File: config.mk
export PLATFORM = sky130hd
export DESIGN_NAME = url_percent_decoder
export DESIGN_NICKNAME = d
export VERILOG_FILES = /design/src/upd_pkg.sv /design/src/upd_in_stage.sv /design/src/upd_decode.sv /design/src/upd_out_queue.sv /design/src/url_percent_decoder.sv
export SDC_FILE = /design/constraint.sdc
export NUM_CORES = 1
export LEC_CHECK = 0
export ABC_AREA = 0
export CORE_MARGIN = 1
export CORE_UTILIZATION = 40
export CTS_CLUSTER_SIZE = 24
export DETAILED_ROUTE_END_ITERATION = 10
export DONT_BUFFER_PORTS = 1
export MAX_ROUTING_LAYER = met4
export PLACE_DENSITY = 0.61
export SYNTH_ARGS = -nofsm -noshare
export SYNTH_HDL_FRONTEND = slang
export SYNTH_SLANG_ARGS = --single-unit
File: constraint.sdc
create_clock -name clk -period 6.2 [get_ports clk]
set_input_delay 1.24 -clock clk [delete_from_list [all_inputs] [get_ports clk]]
set_output_delay 1.24 -clock clk [all_outputs]
set_load 0.05 [all_outputs]
File: src/upd_pkg.sv
// shared types, character codes and hex helpers for the url percent decoder
// no dependencies
package upd_pkg;

  localparam int ByteW = 8;
  localparam int MaxResults = 3;

  localparam logic [ByteW-1:0] ChPlus    = 8'h2B;
  localparam logic [ByteW-1:0] ChPercent = 8'h25;
  localparam logic [ByteW-1:0] ChSpace   = 8'h20;

  // held escape state
  typedef enum logic [1:0] {
    PEND_NONE  = 2'd0,
    PEND_PCT   = 2'd1,
    PEND_DIGIT = 2'd2,
    PEND_BAD   = 2'd3
  } pend_t;

  // one raw input word
  typedef struct packed {
    logic [ByteW-1:0] data;
    logic             last;
  } in_word_t;

  // one decoded result word
  typedef struct packed {
    logic [ByteW-1:0] data;
    logic             last;
    logic             ok;
  } result_t;

  // everything one input word produces
  typedef struct packed {
    logic [1:0]                  count;
    result_t [MaxResults-1:0]    res;
  } bundle_t;

  function automatic logic is_hex(input logic [ByteW-1:0] c);
    return ((c >= 8'h30) && (c <= 8'h39)) ||
           ((c >= 8'h61) && (c <= 8'h66)) ||
           ((c >= 8'h41) && (c <= 8'h46));
  endfunction

  function automatic logic [3:0] hex_val(input logic [ByteW-1:0] c);
    logic [ByteW-1:0] v;
    v = 8'h00;
    if ((c >= 8'h30) && (c <= 8'h39)) begin
      v = c - 8'h30;
    end else if ((c >= 8'h61) && (c <= 8'h66)) begin
      v = c - 8'h57;
    end else if ((c >= 8'h41) && (c <= 8'h46)) begin
      v = c - 8'h37;
    end
    return v[3:0];
  endfunction

endpackage

File: src/upd_in_stage.sv
// input register for the url percent decoder
// depends on upd_pkg
module upd_in_stage
  import upd_pkg::*;
(
  input  logic             clk,
  input  logic             rst,
  input  logic             in_valid,
  output logic             in_ready,
  input  in_word_t         in_word,
  input  logic             fire,
  output logic             held_valid,
  output in_word_t         held_word
);

  in_word_t word_q;
  logic     valid_q;

  assign in_ready   = !valid_q || fire;
  assign held_valid = valid_q;
  assign held_word  = word_q;

  // load a new word or empty once decoded
  always_ff @(posedge clk) begin
    if (rst) begin
      valid_q <= 1'b0;
    end else if (in_valid && in_ready) begin
      valid_q <= 1'b1;
    end else if (fire) begin
      valid_q <= 1'b0;
    end
  end

  // payload
  always_ff @(posedge clk) begin
    if (in_valid && in_ready) begin
      word_q <= in_word;
    end
  end

endmodule

File: src/upd_decode.sv
// escape state and single-pass decode of one raw word into up to three results
// depends on upd_pkg
module upd_decode
  import upd_pkg::*;
(
  input  logic     clk,
  input  logic     rst,
  input  logic     fire,
  input  in_word_t word,
  output bundle_t  bundle
);

  pend_t            pend;
  pend_t            pend_next;
  logic [ByteW-1:0] held;
  logic [ByteW-1:0] held_next;
  logic             all_valid;
  logic             all_valid_next;
  logic [1:0]       n;
  logic [ByteW-1:0] c;
  logic [ByteW-1:0] plain_byte;
  logic             plain_emit;
  logic             plain_pct;

  assign c = word.data;

  // decode of a byte with nothing held
  always_comb begin
    plain_emit = 1'b1;
    plain_pct  = 1'b0;
    plain_byte = c;
    if (c == ChPlus) begin
      plain_byte = ChSpace;
    end else if (c == ChPercent) begin
      plain_emit = 1'b0;
      plain_pct  = 1'b1;
    end
  end

  // main decode
  always_comb begin
    bundle         = '0;
    n              = 2'd0;
    pend_next      = PEND_NONE;
    held_next      = held;
    all_valid_next = all_valid;
    case (pend)
      PEND_PCT: begin
        if (c == ChPercent) begin
          bundle.res[n].data = ChPercent;
          n = n + 2'd1;
        end else if (is_hex(c)) begin
          held_next = c;
          pend_next = PEND_DIGIT;
        end else begin
          bundle.res[n].data = ChPercent;
          n = n + 2'd1;
          all_valid_next = 1'b0;
          if (plain_emit) begin
            bundle.res[n].data = plain_byte;
            n = n + 2'd1;
          end
          if (plain_pct) begin
            pend_next = PEND_PCT;
          end
        end
      end
      PEND_DIGIT: begin
        if (is_hex(c) && is_hex(held)) begin
          bundle.res[n].data = {hex_val(held), hex_val(c)};
          n = n + 2'd1;
        end else begin
          bundle.res[n].data = ChPercent;
          n = n + 2'd1;
          all_valid_next = 1'b0;
          bundle.res[n].data = held;
          n = n + 2'd1;
          if (plain_emit) begin
            bundle.res[n].data = plain_byte;
            n = n + 2'd1;
          end
          if (plain_pct) begin
            pend_next = PEND_PCT;
          end
        end
      end
      default: begin
        if (plain_emit) begin
          bundle.res[n].data = plain_byte;
          n = n + 2'd1;
        end
        if (plain_pct) begin
          pend_next = PEND_PCT;
        end
      end
    endcase

    // end of string: flush what is held, mark the final result
    if (word.last) begin
      if (pend_next == PEND_PCT) begin
        bundle.res[n].data = ChPercent;
        n = n + 2'd1;
        all_valid_next = 1'b0;
      end else if (pend_next == PEND_DIGIT) begin
        bundle.res[n].data = ChPercent;
        n = n + 2'd1;
        all_valid_next = 1'b0;
        bundle.res[n].data = held_next;
        n = n + 2'd1;
      end
      if (n != 2'd0) begin
        bundle.res[n - 2'd1].last = 1'b1;
        bundle.res[n - 2'd1].ok   = all_valid_next;
      end
      pend_next      = PEND_NONE;
      held_next      = '0;
      all_valid_next = 1'b1;
    end
    bundle.count = n;
  end

  // escape state
  always_ff @(posedge clk) begin
    if (rst) begin
      pend      <= PEND_NONE;
      held      <= '0;
      all_valid <= 1'b1;
    end else if (fire) begin
      pend      <= pend_next;
      held      <= held_next;
      all_valid <= all_valid_next;
    end
  end

endmodule

File: src/upd_out_queue.sv
// four-entry shifting result queue, takes up to three words per cycle while it has room
// depends on upd_pkg
module upd_out_queue
  import upd_pkg::*;
(
  input  logic    clk,
  input  logic    rst,
  input  logic    push,
  input  bundle_t bundle,
  output logic    room,
  output logic    out_valid,
  input  logic    out_ready,
  output result_t out_word
);

  localparam int Depth = MaxResults + 1;

  result_t    q [Depth];
  result_t    q_next [Depth];
  logic [2:0] count;
  logic [2:0] base;
  logic [2:0] count_next;
  logic       pop;
  logic [2:0] rel;

  assign out_valid = (count != 3'd0);
  assign out_word  = q[0];
  assign pop       = out_valid && out_ready;
  assign base      = count - {2'b00, pop};
  // at most one word left after this cycle's pop leaves room for three
  assign room      = (base <= 3'd1);

  // shift out the taken word, append the new results behind the rest
  always_comb begin
    rel = '0;
    for (int i = 0; i < Depth; i++) begin
      if (pop && (i < Depth - 1)) begin
        q_next[i] = q[i + 1];
      end else begin
        q_next[i] = q[i];
      end
      rel = 3'(i) - base;
      if (push && (3'(i) >= base) && (rel < {1'b0, bundle.count})) begin
        q_next[i] = bundle.res[rel[1:0]];
      end
    end
    count_next = base + (push ? {1'b0, bundle.count} : 3'd0);
  end

  // occupancy
  always_ff @(posedge clk) begin
    if (rst) begin
      count <= '0;
    end else begin
      count <= count_next;
    end
  end

  // payload
  always_ff @(posedge clk) begin
    for (int i = 0; i < Depth; i++) begin
      q[i] <= q_next[i];
    end
  end

endmodule

File: src/url_percent_decoder.sv
// url form decoder top level: input register, decode, result queue
// depends on upd_pkg, upd_in_stage, upd_decode, upd_out_queue
//
//  channel | direction | handshake              | payload
//  s_*     | in        | s_tvalid / s_tready    | tdata = raw byte, tlast = final byte
//  m_*     | out       | m_tvalid / m_tready    | tdata = decoded byte, tlast, tuser = ok
//
// one raw word is taken per cycle while the input register can take it; it is
// decoded from the input register and its results are registered into the
// queue once the queue has room.
// a word yielding three results holds back the next word; a word is
// decoded only once at most one result is left queued after this cycle's pop.
// rst is synchronous and clears the escape state and both registers.
module url_percent_decoder
  import upd_pkg::*;
(
  input  logic       clk,
  input  logic       rst,
  input  logic       s_tvalid,
  output logic       s_tready,
  input  logic [7:0] s_tdata,   // [7:0] in_byte
  input  logic       s_tlast,
  output logic       m_tvalid,
  input  logic       m_tready,
  output logic [7:0] m_tdata,   // [7:0] out_byte
  output logic       m_tlast,
  output logic [0:0] m_tuser    // [0] decode_ok
);

  in_word_t in_word;
  in_word_t held_word;
  logic     held_valid;
  logic     room;
  logic     fire;
  bundle_t  bundle;
  result_t  out_word;

  assign in_word.data = s_tdata;
  assign in_word.last = s_tlast;
  assign fire         = held_valid && room;

  // input register
  upd_in_stage u_in (
    .clk       (clk),
    .rst       (rst),
    .in_valid  (s_tvalid),
    .in_ready  (s_tready),
    .in_word   (in_word),
    .fire      (fire),
    .held_valid(held_valid),
    .held_word (held_word)
  );

  // decode
  upd_decode u_dec (
    .clk   (clk),
    .rst   (rst),
    .fire  (fire),
    .word  (held_word),
    .bundle(bundle)
  );

  // result queue
  upd_out_queue u_out (
    .clk      (clk),
    .rst      (rst),
    .push     (fire),
    .bundle   (bundle),
    .room     (room),
    .out_valid(m_tvalid),
    .out_ready(m_tready),
    .out_word (out_word)
  );

  assign m_tdata    = out_word.data;
  assign m_tlast    = out_word.last;
  assign m_tuser[0] = out_word.ok;

endmodule

==> metrics.cfg <==
[critical_path]
start_kind = register
critical_path.endpoint_type = register
required_ns = 6.19
r2r_start = u_in.held_word[1]$_DFFE_PP_
critPathLaunch = u_in.held_word[1]$_DFFE_PP_
crit_type = register to register
worstPathArrival_ns = 5.80
crit_fanout = 24

[sta]
tightest_slew_ns = 0.7812
fin_setup_tns_ns = 0
drv_slew = 0
rsz0062_at_grt = no
period_minus_slack_ns = 5.809
fin_crit_sh = 0.9369
clock_skew_ns = 0.009947
slew_headroom = 0.4737
hold_viol = 0
setup_viol = 0
max_freq_mhz = 172.1
fin_ws_ns = 0.3909

[synthesis]
synth_commonest_cells = 49 x edfxtp_1, 49 x nand2_1, 41 x nor2_1
syn_area_um2 = 5096
synthArstFlopShare = 0
syn_avg_cell_area_um2 = 9.036
yosys.area.top_type = edfxtp_1
synth-seq-cells = 64
yosys_warnings = 0
syn-num-nets = 605
ys_types = 87
synth_area_leaders = edfxtp_1 29%, ha_1 6.6%, dfxtp_1 5.9%
synth_top_flop_cell = edfxtp_1
synth_cells = 564
yosys.area.top_type_share = 0.2887
synth-edff-count = 49
ys_seq_area_frac = 0.3477

[floorplan]
die_w_um = 114.9
die_h_um = 114.9
rows = 40
fp.coreArea_um2 = 12210
ioPinCount = 25
die-area_um2 = 13200
start_util = 0.4173

[global_route]
grt_pass1_vias = 4388
grt-ovfl-total = 0
grt_max_degree = 44
gr-usage-all-layers = 0.2657
antenna_found_initial = 0
grt_pass1_wl_um = 25160

[run]
drv_cap = 0

[placement]
numPlacedInstances = 708
placed_cell_area_um2 = 5229
gp_congestion = 0.9994
dp_slack_ns = 0.4991
port_buffers = 0
dp_hpwl_um = 12070

[final_layout]
antenna_cells = 0
nNetsFinal = 592
stdcell_count = 723
areaGrowthSynthToFinish_pct = 8.691
utilization = 0.4536
drive_gt1_frac = 0.09730
fin_area_um2 = 5539

[min_path]
hp-start = u_dec.pend[0]$_SDFFE_PP0P_
hp-class = register to register

[drt]
post_drt_wl_per_cell_um = 22.25
route.detailed.drc = 0
wl_um = 16090
dr_total_vias = 4693
vias_per_cell = 6.491
drtIter0Drc = 603
drt-pass1-iter-count = 5
ant_nets = 0

[cts]
cts_tree = built
h-tree-depth = 3
clock_path_buffers = 2
cts_resized = 0
post_cts_buffers = 0
worstSkewPairLatency_ns = 0.35
hold_buffers = 0
clkTransAtPathRegs_ns = 0.05
cts-buffers-inserted = 9
cts.sinks = 64
root_buffer = clkbuf_16

[pwr]
power_leakage_nw = 1.912
p_per_area_nw_per_um2 = 475.3
peakVddDrop_mv = 0.2166

[run_status]
status = finished, final reports clean

## layout make-up
type,instances,area (um^2)
Sequential cell,64,1772
Tap cell,168,210.2
Fill cell,1217,6673
Multi-Input combinational cell,443,3089
Clock buffer,9,225.2
Inverter,24,90.09
Clock inverter,6,85.08
Timing Repair Buffer,9,67.56
## worst paths after layout
check                                to  slack, ns  depth (start not counted)
max reg2reg     u_out.q[1][4]$_DFFE_PP_       0.39                         17
min reg2reg  u_dec.pend[0]$_SDFFE_PP0P_       0.48                          2
min          u_dec.pend[0]$_SDFFE_PP0P_       0.48                          2
max             u_out.q[1][4]$_DFFE_PP_       0.39                         17
## critical path, stage by stage, from the launching register on
cell       delay, ns
edfxtp_1        0.51
inv_1           0.19
ha_1            0.27
a2111oi_4       0.40
o21ba_4         0.39
nand3_1         0.23
a21oi_1         0.36
inv_1           0.12
ha_1            0.25
or3_4           0.43
o221ai_4        0.29
nor3_1          0.09
a21oi_1         0.43
ha_1            0.23
nand4b_1        0.14
nand2b_1        0.14
o22a_1          0.54
nand2_1         0.42
## metal layers
metal | track usage | vias to the layer above | wire (um)
met5 | - | - | 0
met4 | 0.1498 | 0 | 718
met3 | 0.04639 | 53 | 1096
met2 | 0.4040 | 230 | 7425
met1 | 0.3331 | 2239 | 6843
li1 | - | 2171 | -
## cell families (layout without fill, tap and decap cells)
kind of cell               count (synthesis)  count (layout)  synth area share
adders and majority gates                 28              28           0.07022
and+or+nand+nor                          195             195            0.2067
muxes                                     15              15           0.03044
DFF                                       64              64            0.3477
buffers and inverters                     57              48           0.04738
xor gates and xnor gates                   5               5          0.008595
AOI/OAI and AO/OA                        200             200            0.2890
## through the flow
| stage | hold slack, ns | total power, mW |
|---|---|---|
| finish | 0.4783 | 2.633 |
| global route | 0.5047 | 2.789 |
| CTS | 0.4846 | 2.641 |
| detailed placement | 0.4772 | 2.089 |
| global placement | 0.4546 | 2.062 |
| floorplan | 0.4431 | 1.754 |
## state kept, by name, indices dropped and copies added, names as in the netlist
name / flops
u_dec.all_valid: 1
u_dec.held: 8
u_dec.pend: 2
u_in.held_valid: 1
u_in.held_word: 9
u_out.count: 3
u_out.q: 40
## report_power, final
group | total [mW] | switching [mW] | internal [mW]
clock | 0.541 | 0.193 | 0.348
combinational | 1.21 | 0.814 | 0.394
sequential | 0.884 | 0.197 | 0.687
## cells in the final DEF (no fill, tap or decap), drive strengths merged, types with 4 or more instances in the layout
cell type,instances
clkbuf,9
o211ai,16
nor4b,5
o22ai,10
dfxtp,15
a22oi,14
o31ai,7
nor3,14
a31oi,19
o31a,5
o22a,6
nand3,23
a221o,9
edfxtp,49
o21ai,37
a21boi,5
a21o,5
a211oi,4
mux2i,14
a32oi,4
and2,6
inv,23
nand2b,4
a21oi,28
nor4,15
nor2,42
clkinv,4
nand4,7
nor2b,7
nand2,51
buf,9
or3,7
ha,27
(Power assumes the default switching activity.)
